$ cat src/rtl/assert_macros.svh
// ----------------------------------------------------------------------------
// assert_macros.svh
// Concurrent assertion shorthands, clocked on clk and disabled during reset.
// ----------------------------------------------------------------------------
`ifndef ASSERT_MACROS_SVH
`define ASSERT_MACROS_SVH

// same-cycle implication
`define PSA_ASSERT_IMP(lbl, ante, cons) \
  lbl: assert property (@(posedge clk) disable iff (!rst_n) (ante) |-> (cons)) \
    else $error("assertion failed");

// next-cycle implication
`define PSA_ASSERT_NXT(lbl, ante, cons) \
  lbl: assert property (@(posedge clk) disable iff (!rst_n) (ante) |=> (cons)) \
    else $error("assertion failed");

`endif

$ cat src/rtl/psa_pkg.sv
// ----------------------------------------------------------------------------
// psa_pkg
// Types and constants of the per-channel sample averager.
// ----------------------------------------------------------------------------
package psa_pkg;

  localparam int MAX_CHANNELS = 16;
  localparam int ADDR_W       = (MAX_CHANNELS > 1) ? $clog2(MAX_CHANNELS) : 1;

  localparam int SMP_W  = 12;
  localparam int SUM_W  = 32;
  localparam int CNT_W  = 32;
  localparam int ACT_W  = 5;
  localparam int CH_W   = 4;

  // quotient bits plus one overflow bit
  localparam int DIV_STEPS = SMP_W + 1;
  localparam int STEP_W    = $clog2(DIV_STEPS);
  localparam int DSH_W     = CNT_W + SMP_W;

  localparam logic [ACT_W-1:0] ACT_RESET = ACT_W'(16);
  localparam logic [SMP_W-1:0] AVG_MAX   = {SMP_W{1'b1}};

  localparam logic OP_ADD  = 1'b0;
  localparam logic OP_READ = 1'b1;

  typedef struct packed {
    logic             operation;
    logic [CH_W-1:0]  channel;
    logic [SMP_W-1:0] sample_value;
  } in_req_t;

  typedef struct packed {
    logic [SMP_W-1:0] average;
    logic             bad_channel;
  } out_req_t;

  typedef struct packed {
    logic [CNT_W-1:0] count;
    logic [SUM_W-1:0] sum;
  } entry_t;

endpackage

$ cat src/rtl/per_channel_sample_averager_core.sv
// ----------------------------------------------------------------------------
// per_channel_sample_averager_core
// Running sum and sample count per converter channel, held in one entry
// memory; add requests accumulate, read requests return sum / count and
// clear the channel.
// ----------------------------------------------------------------------------
//  channel | ports                          | carries
//  --------+--------------------------------+-------------------------------
//  in      | in_valid, in_stall, in_req     | operation, channel, sample
//  out     | out_valid, out_stall, out_req  | average, bad_channel
//  cfg     | cfg_we, cfg_wdata              | active_channels
//
//  Add: memory read, then modify and write back.
//  Read: memory read and entry clear, then 13 restoring-divider steps, then hand-over.
//  Bad channel: an add is dropped after the lookup; a read hands over a zero result.
//  Reset clears the entry valid bits; an invalid entry reads as zero.
//  A stalled result holds in the output register; in_stall rises while busy.
// ----------------------------------------------------------------------------
`include "assert_macros.svh"

module per_channel_sample_averager_core (
  input  logic                        clk,
  input  logic                        rst_n,
  input  logic                        in_valid,
  output logic                        in_stall,
  input  psa_pkg::in_req_t            in_req,
  output logic                        out_valid,
  input  logic                        out_stall,
  output psa_pkg::out_req_t           out_req,
  input  logic                        cfg_we,
  input  logic [psa_pkg::ACT_W-1:0]   cfg_wdata
);

  localparam logic [1:0] S_IDLE = 2'd0;
  localparam logic [1:0] S_LOOK = 2'd1;
  localparam logic [1:0] S_DIV  = 2'd2;
  localparam logic [1:0] S_PUT  = 2'd3;

  psa_pkg::entry_t mem [psa_pkg::MAX_CHANNELS];
  psa_pkg::entry_t rd_r;

  logic [1:0]                      state_r, state_nxt;
  logic [psa_pkg::ACT_W-1:0]       act_r;
  logic [psa_pkg::MAX_CHANNELS-1:0] vld_r, vld_nxt;
  logic                            hit_r;

  logic                            op_r, op_nxt;
  logic                            bad_r, bad_nxt;
  logic [psa_pkg::ADDR_W-1:0]      addr_r, addr_nxt;
  logic [psa_pkg::SMP_W-1:0]       smp_r, smp_nxt;

  logic [psa_pkg::SUM_W-1:0]       rem_r, rem_nxt;
  logic [psa_pkg::DSH_W-1:0]       dsh_r, dsh_nxt;
  logic [psa_pkg::DIV_STEPS-1:0]   q_r, q_nxt;
  logic [psa_pkg::STEP_W-1:0]      step_r, step_nxt;

  logic                            out_valid_r, out_valid_nxt;
  psa_pkg::out_req_t               out_req_r, out_req_nxt;

  logic                            in_acc;
  logic                            in_use;
  logic [psa_pkg::ADDR_W-1:0]      in_addr;
  logic                            mem_re;
  logic                            mem_we;
  psa_pkg::entry_t                 mem_wd;
  psa_pkg::entry_t                 cur;
  logic [psa_pkg::SUM_W-1:0]       sum_add;
  logic [psa_pkg::CNT_W-1:0]       cnt_add;
  logic [psa_pkg::DSH_W-1:0]       rem_ext;
  logic                            ge;

  assign in_stall  = (state_r != S_IDLE);
  assign in_acc    = in_valid && !in_stall;
  assign in_use    = ({1'b0, in_req.channel} < act_r)
                  && (int'(in_req.channel) < psa_pkg::MAX_CHANNELS);
  assign in_addr   = psa_pkg::ADDR_W'(in_req.channel);
  assign mem_re    = in_acc && in_use;
  assign out_valid = out_valid_r;
  assign out_req   = out_req_r;

  assign cur     = hit_r ? rd_r : '0;
  assign sum_add = cur.sum + psa_pkg::SUM_W'(smp_r);
  assign cnt_add = (&cur.count) ? cur.count : cur.count + psa_pkg::CNT_W'(1);
  assign rem_ext = psa_pkg::DSH_W'(rem_r);
  assign ge      = (rem_ext >= dsh_r);

  always_comb begin
    state_nxt     = state_r;
    vld_nxt       = vld_r;
    op_nxt        = op_r;
    bad_nxt       = bad_r;
    addr_nxt      = addr_r;
    smp_nxt       = smp_r;
    rem_nxt       = rem_r;
    dsh_nxt       = dsh_r;
    q_nxt         = q_r;
    step_nxt      = step_r;
    out_valid_nxt = out_valid_r && out_stall;
    out_req_nxt   = out_req_r;
    mem_we        = 1'b0;
    mem_wd        = '0;
    unique case (state_r)
      S_IDLE: begin
        if (in_acc) begin
          op_nxt    = in_req.operation;
          bad_nxt   = !in_use;
          addr_nxt  = in_addr;
          smp_nxt   = in_req.sample_value;
          state_nxt = S_LOOK;
        end
      end
      S_LOOK: begin
        if (bad_r) begin
          q_nxt     = '0;
          state_nxt = (op_r == psa_pkg::OP_READ) ? S_PUT : S_IDLE;
        end else if (op_r == psa_pkg::OP_ADD) begin
          mem_we = 1'b1;
          if (sum_add[psa_pkg::SUM_W-1]) begin
            mem_wd.sum   = sum_add >> 1;
            mem_wd.count = cnt_add >> 1;
          end else begin
            mem_wd.sum   = sum_add;
            mem_wd.count = cnt_add;
          end
          vld_nxt[addr_r] = 1'b1;
          state_nxt       = S_IDLE;
        end else begin
          // read clears the entry; the divider keeps its own copy
          mem_we          = 1'b1;
          vld_nxt[addr_r] = 1'b1;
          rem_nxt   = cur.sum;
          dsh_nxt   = {((cur.count == '0) ? psa_pkg::CNT_W'(1) : cur.count),
                       {psa_pkg::SMP_W{1'b0}}};
          q_nxt     = '0;
          step_nxt  = psa_pkg::STEP_W'(psa_pkg::DIV_STEPS - 1);
          state_nxt = S_DIV;
        end
      end
      S_DIV: begin
        if (ge) begin
          rem_nxt = rem_r - psa_pkg::SUM_W'(dsh_r);
        end
        q_nxt   = {q_r[psa_pkg::DIV_STEPS-2:0], ge};
        dsh_nxt = dsh_r >> 1;
        if (step_r == '0) begin
          state_nxt = S_PUT;
        end else begin
          step_nxt = step_r - psa_pkg::STEP_W'(1);
        end
      end
      S_PUT: begin
        if (!out_valid_r || !out_stall) begin
          out_valid_nxt           = 1'b1;
          out_req_nxt.bad_channel = bad_r;
          if (bad_r) begin
            out_req_nxt.average = '0;
          end else if (q_r[psa_pkg::DIV_STEPS-1]) begin
            out_req_nxt.average = psa_pkg::AVG_MAX;
          end else begin
            out_req_nxt.average = q_r[psa_pkg::SMP_W-1:0];
          end
          state_nxt = S_IDLE;
        end
      end
      default: state_nxt = S_IDLE;
    endcase
  end

  always_ff @(posedge clk) begin
    if (!rst_n) begin
      state_r     <= S_IDLE;
      act_r       <= psa_pkg::ACT_RESET;
      vld_r       <= '0;
      out_valid_r <= 1'b0;
    end else begin
      state_r     <= state_nxt;
      vld_r       <= vld_nxt;
      out_valid_r <= out_valid_nxt;
      if (cfg_we) begin
        act_r <= cfg_wdata;
      end
    end
  end

  always_ff @(posedge clk) begin
    op_r      <= op_nxt;
    bad_r     <= bad_nxt;
    addr_r    <= addr_nxt;
    smp_r     <= smp_nxt;
    rem_r     <= rem_nxt;
    dsh_r     <= dsh_nxt;
    q_r       <= q_nxt;
    step_r    <= step_nxt;
    out_req_r <= out_req_nxt;
  end

  // entry memory, registered read
  always_ff @(posedge clk) begin
    if (mem_we) begin
      mem[addr_r] <= mem_wd;
    end
    if (mem_re) begin
      rd_r  <= mem[in_addr];
      hit_r <= vld_r[in_addr];
    end
  end

  `PSA_ASSERT_NXT(a_acc_look, in_acc, state_r == S_LOOK)
  `PSA_ASSERT_IMP(a_bad_zero, out_valid && out_req.bad_channel, out_req.average == '0)
  `PSA_ASSERT_IMP(a_step_rng, state_r == S_DIV,
    step_r <= psa_pkg::STEP_W'(psa_pkg::DIV_STEPS - 1))
  `PSA_ASSERT_NXT(a_wr_vld, mem_we, vld_r[$past(addr_r)])

endmodule

$ cat config.mk
export PLATFORM = sky130hd
export DESIGN_NAME = per_channel_sample_averager_core
export DESIGN_NICKNAME = d
export VERILOG_FILES = /design/src/rtl/psa_pkg.sv /design/src/rtl/per_channel_sample_averager_core.sv
export VERILOG_INCLUDE_DIRS = /design/src /design/src/rtl
export SDC_FILE = /design/constraint.sdc
export NUM_CORES = 1
export LEC_CHECK = 0
export BUFFER_PORTS_ARGS = -buffer_cell sky130_fd_sc_hd__buf_4
export CAP_MARGIN = 25
export CORE_MARGIN = 2
export CORE_UTILIZATION = 42
export CTS_CLUSTER_DIAMETER = 50
export DETAILED_ROUTE_END_ITERATION = 7
export PLACE_DENSITY_LB_ADDON = 0.08
export SLEW_MARGIN = 10
export SYNTH_ARGS = -nofsm -noshare
export SYNTH_HDL_FRONTEND = slang
export SYNTH_SLANG_ARGS = --single-unit
$ cat constraint.sdc
create_clock -name clk -period 9.5 [get_ports clk]
set_input_delay 0.95 -clock clk [delete_from_list [all_inputs] [get_ports clk]]
set_output_delay 0.95 -clock clk [all_outputs]
set_load 0.01 [all_outputs]
==> run metrics, run 1 <==
result of the run completed; port bufs 41; post-synthesis mux area share 14.5%; Synth Cell Area 0.0503 mm2; antenna cells 0; # DRC 0; Hold Crit Endpoint smp_r[1]$_DFFE_PP_; worst flop-to-flop path startpoint hit_r$_DFFE_PP_; Commonest cells post-synth edfxtp_1 (1,196), mux4_2 (320), nand2_1 (130); worst-path maximum fanout 56; starting density of the core 42.5%; root buffer cell clkbuf_16; CTS tree yes; most numerous cell in the Yosys netlist edfxtp_1; Max rail drop VDD 0.186 mV; Reg2Reg Setup Slack 4.25 ns; adder-cell area share of the yosys netlist 1.32%; num rows 126; Critical-path top delay cell and4_1; Leak 18.5 nW; critical path arrival 5.63 ns; Crit Reg-Reg Endpoint mem[8][63]$_DFFE_PP_; Synth async-reset ratio 0%; CTS buffer count 144; final number of hold-violating endpoints 0; routed vias 26,700; required time of the critical path 9.88 ns; fin. max-slew vios 0; Slew Limit Headroom 29.7%; Vert. Die Dim 350 um; clock latency on the worst-skew pair 0.74 ns; EDFF count, synth 1,196; Crit Path Class register to register; xor-xnor portion of the synthesized cell area 1.20%; RSZ-0062 raised after global routing no; CP Capture Type register; R2R depth 12; Synthesized Nets 2,770; CTS clk-pin slew, worst paths 0.06 ns; post-CTS sizing 0; post-synthesis compound-gate area fraction 3.90%; upper clock frequency limit 0.191 GHz; Synth Warn # 0; Mapped Avg Cell Area 18.7 um2; largest area contributor in the netlist edfxtp_1; vias in the first global route 27,400; antenna violations before repair 0; crit start category register; final setup TNS 0 ns; synthesis-to-layout area growth 14.9%; CTS Buffer Depth 3; Placer Congestion 0.875; largest net degree at the start of global routing 107; Avg WL per Cell 29.1 um; Synth Area in Simple Gates 5.20%; Final setup viols 0; Power Density 211 mW/mm2; minimum clock period 5.25 ns; core area 0.118 mm2; share of the synthesized area in the top cell type 71.4%; clk_skew 0.0335 ns; Max Cap Viol 0; DRT iter0 DRCs 2,613; share of cells above drive strength 1 24.4%; Fillers 9,772; die width 350 um; largest family of logic cells by synthesized area multiplexers; Min-Delay Path Depth 1; clock sink count 1,220; Tcrit/Tclk final 55.3%; ranking of synthesized cells by area edfxtp_1 (71%), mux4_2 (14%), ha_1 (1.2%); worst path bufs/invs 3; final WL 133,000 um; routed vias/inst 5.84; critical path, cell by cell buf_4, buf_4, nand2_1, inv_1, ha_1, nand3_1, nor4bb_1, and4_1, nor2_1, and4_1, xnor2_1, nor2_1; Yosys cell types 65; #FFs+latches synth 1,220; HPWL after detailed placement 73,400 um; Synth Flop Type edfxtp_1; I/O pins 42; Slew @ Worst Pin 1.06 ns; CP peak stage delay 0.79 ns; first-pass GRT wire length 193,000 um; cell count after synthesis 2,691; Hold-fix buffers, CTS 0; Final #Nets 2,931; Overall Global Routing Usage 22.0%; Post CTS Setup Buffer Count 0; post-route ant nets 0; CP delay by family, top simple AND/OR/NAND/NOR gates; DIE AREA 0.123 mm2; worst hold path class input pin to register; grt ovf 0; sequential share of the synthesized area 72.3%; H-tree Lvls 4; total power 12.2 mW; length of the first detailed-routing pass in iterations 7; HP Start in_req[1]
-- stage by stage --
step	utilization [%]	cell area [um2]	std cells	setup WS, ns	hold WS [ns]
after global placement	44.6	52900	4278	4.29	0.441
after detailed placement	44.7	53000	4285	4.20	0.449
final	48.8	57800	4562	4.25	0.396
after global routing	48.8	57800	4562	3.76	0.355
after CTS	48.7	57600	4541	4.18	0.340
after floorplan	-	50300	2691	2.54	0.424
-- placed cells by master, fill, tap and decap left out, drive strengths merged, types with 13 or more instances in the layout --
master / instances
dfxtp: 24
o21ai: 77
mux4: 320
nor4: 31
xor2: 34
edfxtp: 1196
o22ai: 19
inv: 67
nor3: 34
bufinv: 13
nand3: 63
clkinv: 52
nand4: 25
ha: 50
buf: 143
a21oi: 59
a211oi: 18
clkbuf: 178
and2: 32
nor2: 121
and3: 15
xnor2: 35
a21o: 25
o21a: 26
nand2b: 13
nand2: 130
-- how the worst max path moves through the flow --
stage | startpoint | to | slack, ns | depth (start not counted)
after CTS | hit_r$_DFFE_PP_ | mem[1][28]$_DFFE_PP_ | 4.18 | 11
after floorplan | in_req[12] | hit_r$_DFFE_PP_ | 2.54 | 8
final | hit_r$_DFFE_PP_ | mem[8][63]$_DFFE_PP_ | 4.25 | 12
after detailed placement | hit_r$_DFFE_PP_ | mem[15][62]$_DFFE_PP_ | 4.20 | 12
after global placement | hit_r$_DFFE_PP_ | mem[14][59]$_DFFE_PP_ | 4.29 | 11
after global routing | hit_r$_DFFE_PP_ | mem[8][63]$_DFFE_PP_ | 3.76 | 12
-- cell type report --
class                      count  area (um2)  area share (%)
sequential                  1220       36400            62.9
multi-input combinational   1280       13300            23.1
clock buffer                 172        3810            6.60
tap                         1600        2000            3.46
timing repair buffer         149        1230            2.13
clock inverter                84         827            1.43
inverter                      57         214           0.370
-- where the power goes --
part | total (mW) | internal [mW] | switching (mW)
sequential | 6.07 | 5.99 | 0.0799
clock | 5.39 | 3.23 | 2.16
combinational | 0.751 | 0.299 | 0.452
total | 12.2 | 9.51 | 2.69
-- state kept, by name, indices dropped and copies added, names as in the netlist, 4 cells and up, named ones only --
signal	count
rd_r	63
step_r	4
addr_r	4
rem_r	32
act_r	5
mem	1008
smp_r	12
q_r	13
out_req	13
vld_r	16
dsh_r	44
-- routing by layer --
metal	global-route usage [%]	share of wire (%)
met2	35.5	48
met1	31.7	45
met5	0	0
met4	5.81	2.0
met3	2.90	4.5
-- kinds of logic after synthesis --
logic type                 Yosys count
DFF                               1220
and+or+nand+nor                    526
muxes                              331
AOI/OAI and AO/OA                  302
buffers and inverters              191
xor gates and xnor gates            69
adders and majority gates           52
Power figures use the tool's default switching activity.
==> run 2: changes to the inputs <==
==> constraint.sdc (replaced) <==
create_clock -name clk -period 5.1 [get_ports clk]
set_input_delay 0.51 -clock clk [delete_from_list [all_inputs] [get_ports clk]]
set_output_delay 0.51 -clock clk [all_outputs]
set_load 0.01 [all_outputs]
==> run 2 against run 1 <==
Net effect:
- combinational power rose by 88%
- die area did not move
- first-iteration DRC count fell by 11%
- clock power rose by 81%
- design area rose by 0.54%
- sequential share of layout area fell by 0.34 points
- utilization rose by 0.26 points
==> run metrics, run 2 (synthesis results as in run 1) <==
Slew Limit Headroom 32.5% (+2.8 points); RSZ-0062 raised after global routing no; Slew @ Worst Pin 1.01 ns (-0.0458 ns); Min-Delay Path Depth 3 (+2); grt ovf 0 (unchanged); routed vias 26,800 (+0.51%); Overall Global Routing Usage 21.5% (-0.48 points); Critical-path top delay cell edfxtp_1; CTS Buffer Depth 3 (unchanged); CTS buffer count 142 (-1.4%); worst flop-to-flop path startpoint hit_r$_DFFE_PP_; Largest register FFs 1,008 (unchanged); length of the first detailed-routing pass in iterations 6 (-1); first-pass GRT wire length 190,000 um (-1.8%); routed vias/inst 5.84 (about the same); root buffer cell clkbuf_16; Hold Slack 0.0501 ns (-0.346 ns); R2R depth 10 (-2); multi-input logic area 0.0134 mm2 (+0.11%); total power 22.5 mW (+84%); # DRC 0 (unchanged); port bufs 41 (unchanged); minimum clock period 4.16 ns (-1.09 ns); Avg WL per Cell 28.2 um (-3.0%); Top reg by flops mem; synthesis-to-layout area growth 15.5%; HP Start cfg_wdata[0]; core area 0.118 mm2 (unchanged); vias in the first global route 27,500 (+0.062%); worst hold path class input pin to register; worst path bufs/invs 4 (+1); commonest non-fill, non-tap cell in the layout edfxtp_1; Post CTS Setup Buffer Count 0 (unchanged); upper clock frequency limit 0.241 GHz (+26%); largest registers mem (1008), rd_r (63), dsh_r (44); CP Capture Type register; final number of hold-violating endpoints 0 (unchanged); Hold Crit Endpoint act_r[0]$_SDFFE_PN0P_; crit start category register; clock sink count 1,220 (unchanged); Power Density 386 mW/mm2 (+83%); final WL 130,000 um (-2.5%); starting density of the core 42.5% (unchanged); CP peak stage delay 0.71 ns (-0.08 ns); fin. max-slew vios 0 (unchanged); Fillers 9,756 (-0.16%); final setup TNS 0 ns (unchanged); required time of the critical path 5.66 ns (-4.22 ns); Crit Reg-Reg Endpoint mem[11][9]$_DFFE_PP_; critical path, cell by cell buf_12, nand4_1, or3_1, or4_1, nor3_2, buf_4, nand2_1, buf_4, o21ai_0, buf_4; Reg2Reg Setup Slack 0.94 ns (-3.31 ns); antenna violations before repair 2 (+2); DRT iter0 DRCs 2,330 (-11%); commonest cells after routing, fill and taps aside edfxtp_1 (1,196), mux4_2 (320), clkbuf_16 (142), buf_4 (142), nand2_1 (129); worst-path maximum fanout 65 (+16%); DIE AREA 0.123 mm2 (unchanged); I/O pins 42 (unchanged); CTS clk-pin slew, worst paths 0.05 ns (about the same); die width 350 um (unchanged); HPWL after detailed placement 70,400 um (-4.1%); result of the run completed; Core Util, Final 49.1% (+0.26 points); largest net degree at the start of global routing 96 (-10%); post-route ant nets 0 (unchanged); Most common cell on crit path buf_4; Max Cap Viol 0 (unchanged); Vert. Die Dim 350 um (unchanged); CTS tree yes; Tcrit/Tclk final 81.5% (+26 points); num rows 126 (unchanged); share of cells above drive strength 1 24.7% (+0.30 points); clk_skew 0.0267 ns (-0.00676 ns); H-tree Lvls 4 (unchanged); Final setup viols 0 (unchanged); antenna cells 0 (unchanged); storage element area 0.0364 mm2 (unchanged); Max rail drop VDD 0.338 mV (+82%); clock latency on the worst-skew pair 0.74 ns (about the same); Crit Path Class register to register; Placer Congestion 0.850 (-2.8%); CP delay by family, top simple AND/OR/NAND/NOR gates; Final #Nets 2,961 (+1.0%); Leak 18.7 nW (+0.79%); critical path arrival 4.72 ns (-0.91 ns)
==> run 2: stage by stage <==
step | cells | setup slack [ns] | instance area (um2)
4_1_cts | 4585 | 0.824 | 58100
2_1_floorplan | 2691 | 0.493 | 50300
3_3_place_gp | 4320 | 0.926 | 53400
5_1_grt | 4587 | 0.557 | 58100
6_report | 4587 | 0.943 | 58100
3_5_place_dp | 4321 | 0.838 | 53500
==> run 2: report_power, final <==
group | leakage [nW] | internal [mW] | total, mW | switching, mW
clock | 2.20 | 5.72 | 9.76 | 4.04
sequential | 11.0 | 11.2 | 11.3 | 0.142
combinational | 5.51 | 0.572 | 1.41 | 0.840
total | 18.7 | 17.4 | 22.5 | 5.02
==> run 2: how the worst max path moves through the flow <==
stage / start / to / depth (start not counted)
CTS: hit_r$_DFFE_PP_ / mem[13][34]$_DFFE_PP_ / 10
floorplan: hit_r$_DFFE_PP_ / mem[0][12]$_DFFE_PP_ / 16
finish: hit_r$_DFFE_PP_ / mem[11][9]$_DFFE_PP_ / 10
global route: hit_r$_DFFE_PP_ / mem[6][33]$_DFFE_PP_ / 10
global placement: hit_r$_DFFE_PP_ / mem[12][34]$_DFFE_PP_ / 10
detailed placement: hit_r$_DFFE_PP_ / mem[14][34]$_DFFE_PP_ / 10
==> run 2: repair_timing <==
| item | in CTS | in global routing |
|---|---|---|
| resized for setup | 0 | 0 |
| endpoints found under the setup margin | 0 | 0 |
| hold buffers | 15 | 0 |
| hold endpoints to repair | 15 | 0 |
==> run 2: final cells by class <==
cell class	instances	share of cell area, %
well taps	1600	3.44
clock inverters	83	1.47
inverters	57	0.368
clock buffers	166	6.27
flip-flops and latches	1220	62.6
repair buffers	181	2.88
multi-input cells	1280	23.0
==> run 2: tightest hold or removal path: cells and delay by family <==
kind	cells	cell delay [ns]
buffers and inverters	1	0.08
muxes	1	0.05
and+or+nand+nor	1	0.10
==> run 2: layer usage <==
metal	track usage [%]	vias up	wire length, um
met4	5.68	0	2640
met1	30.5	14300	57900
li1	-	11400	-
met2	34.9	842	62600
met5	0	-	0
met3	3.27	180	6470
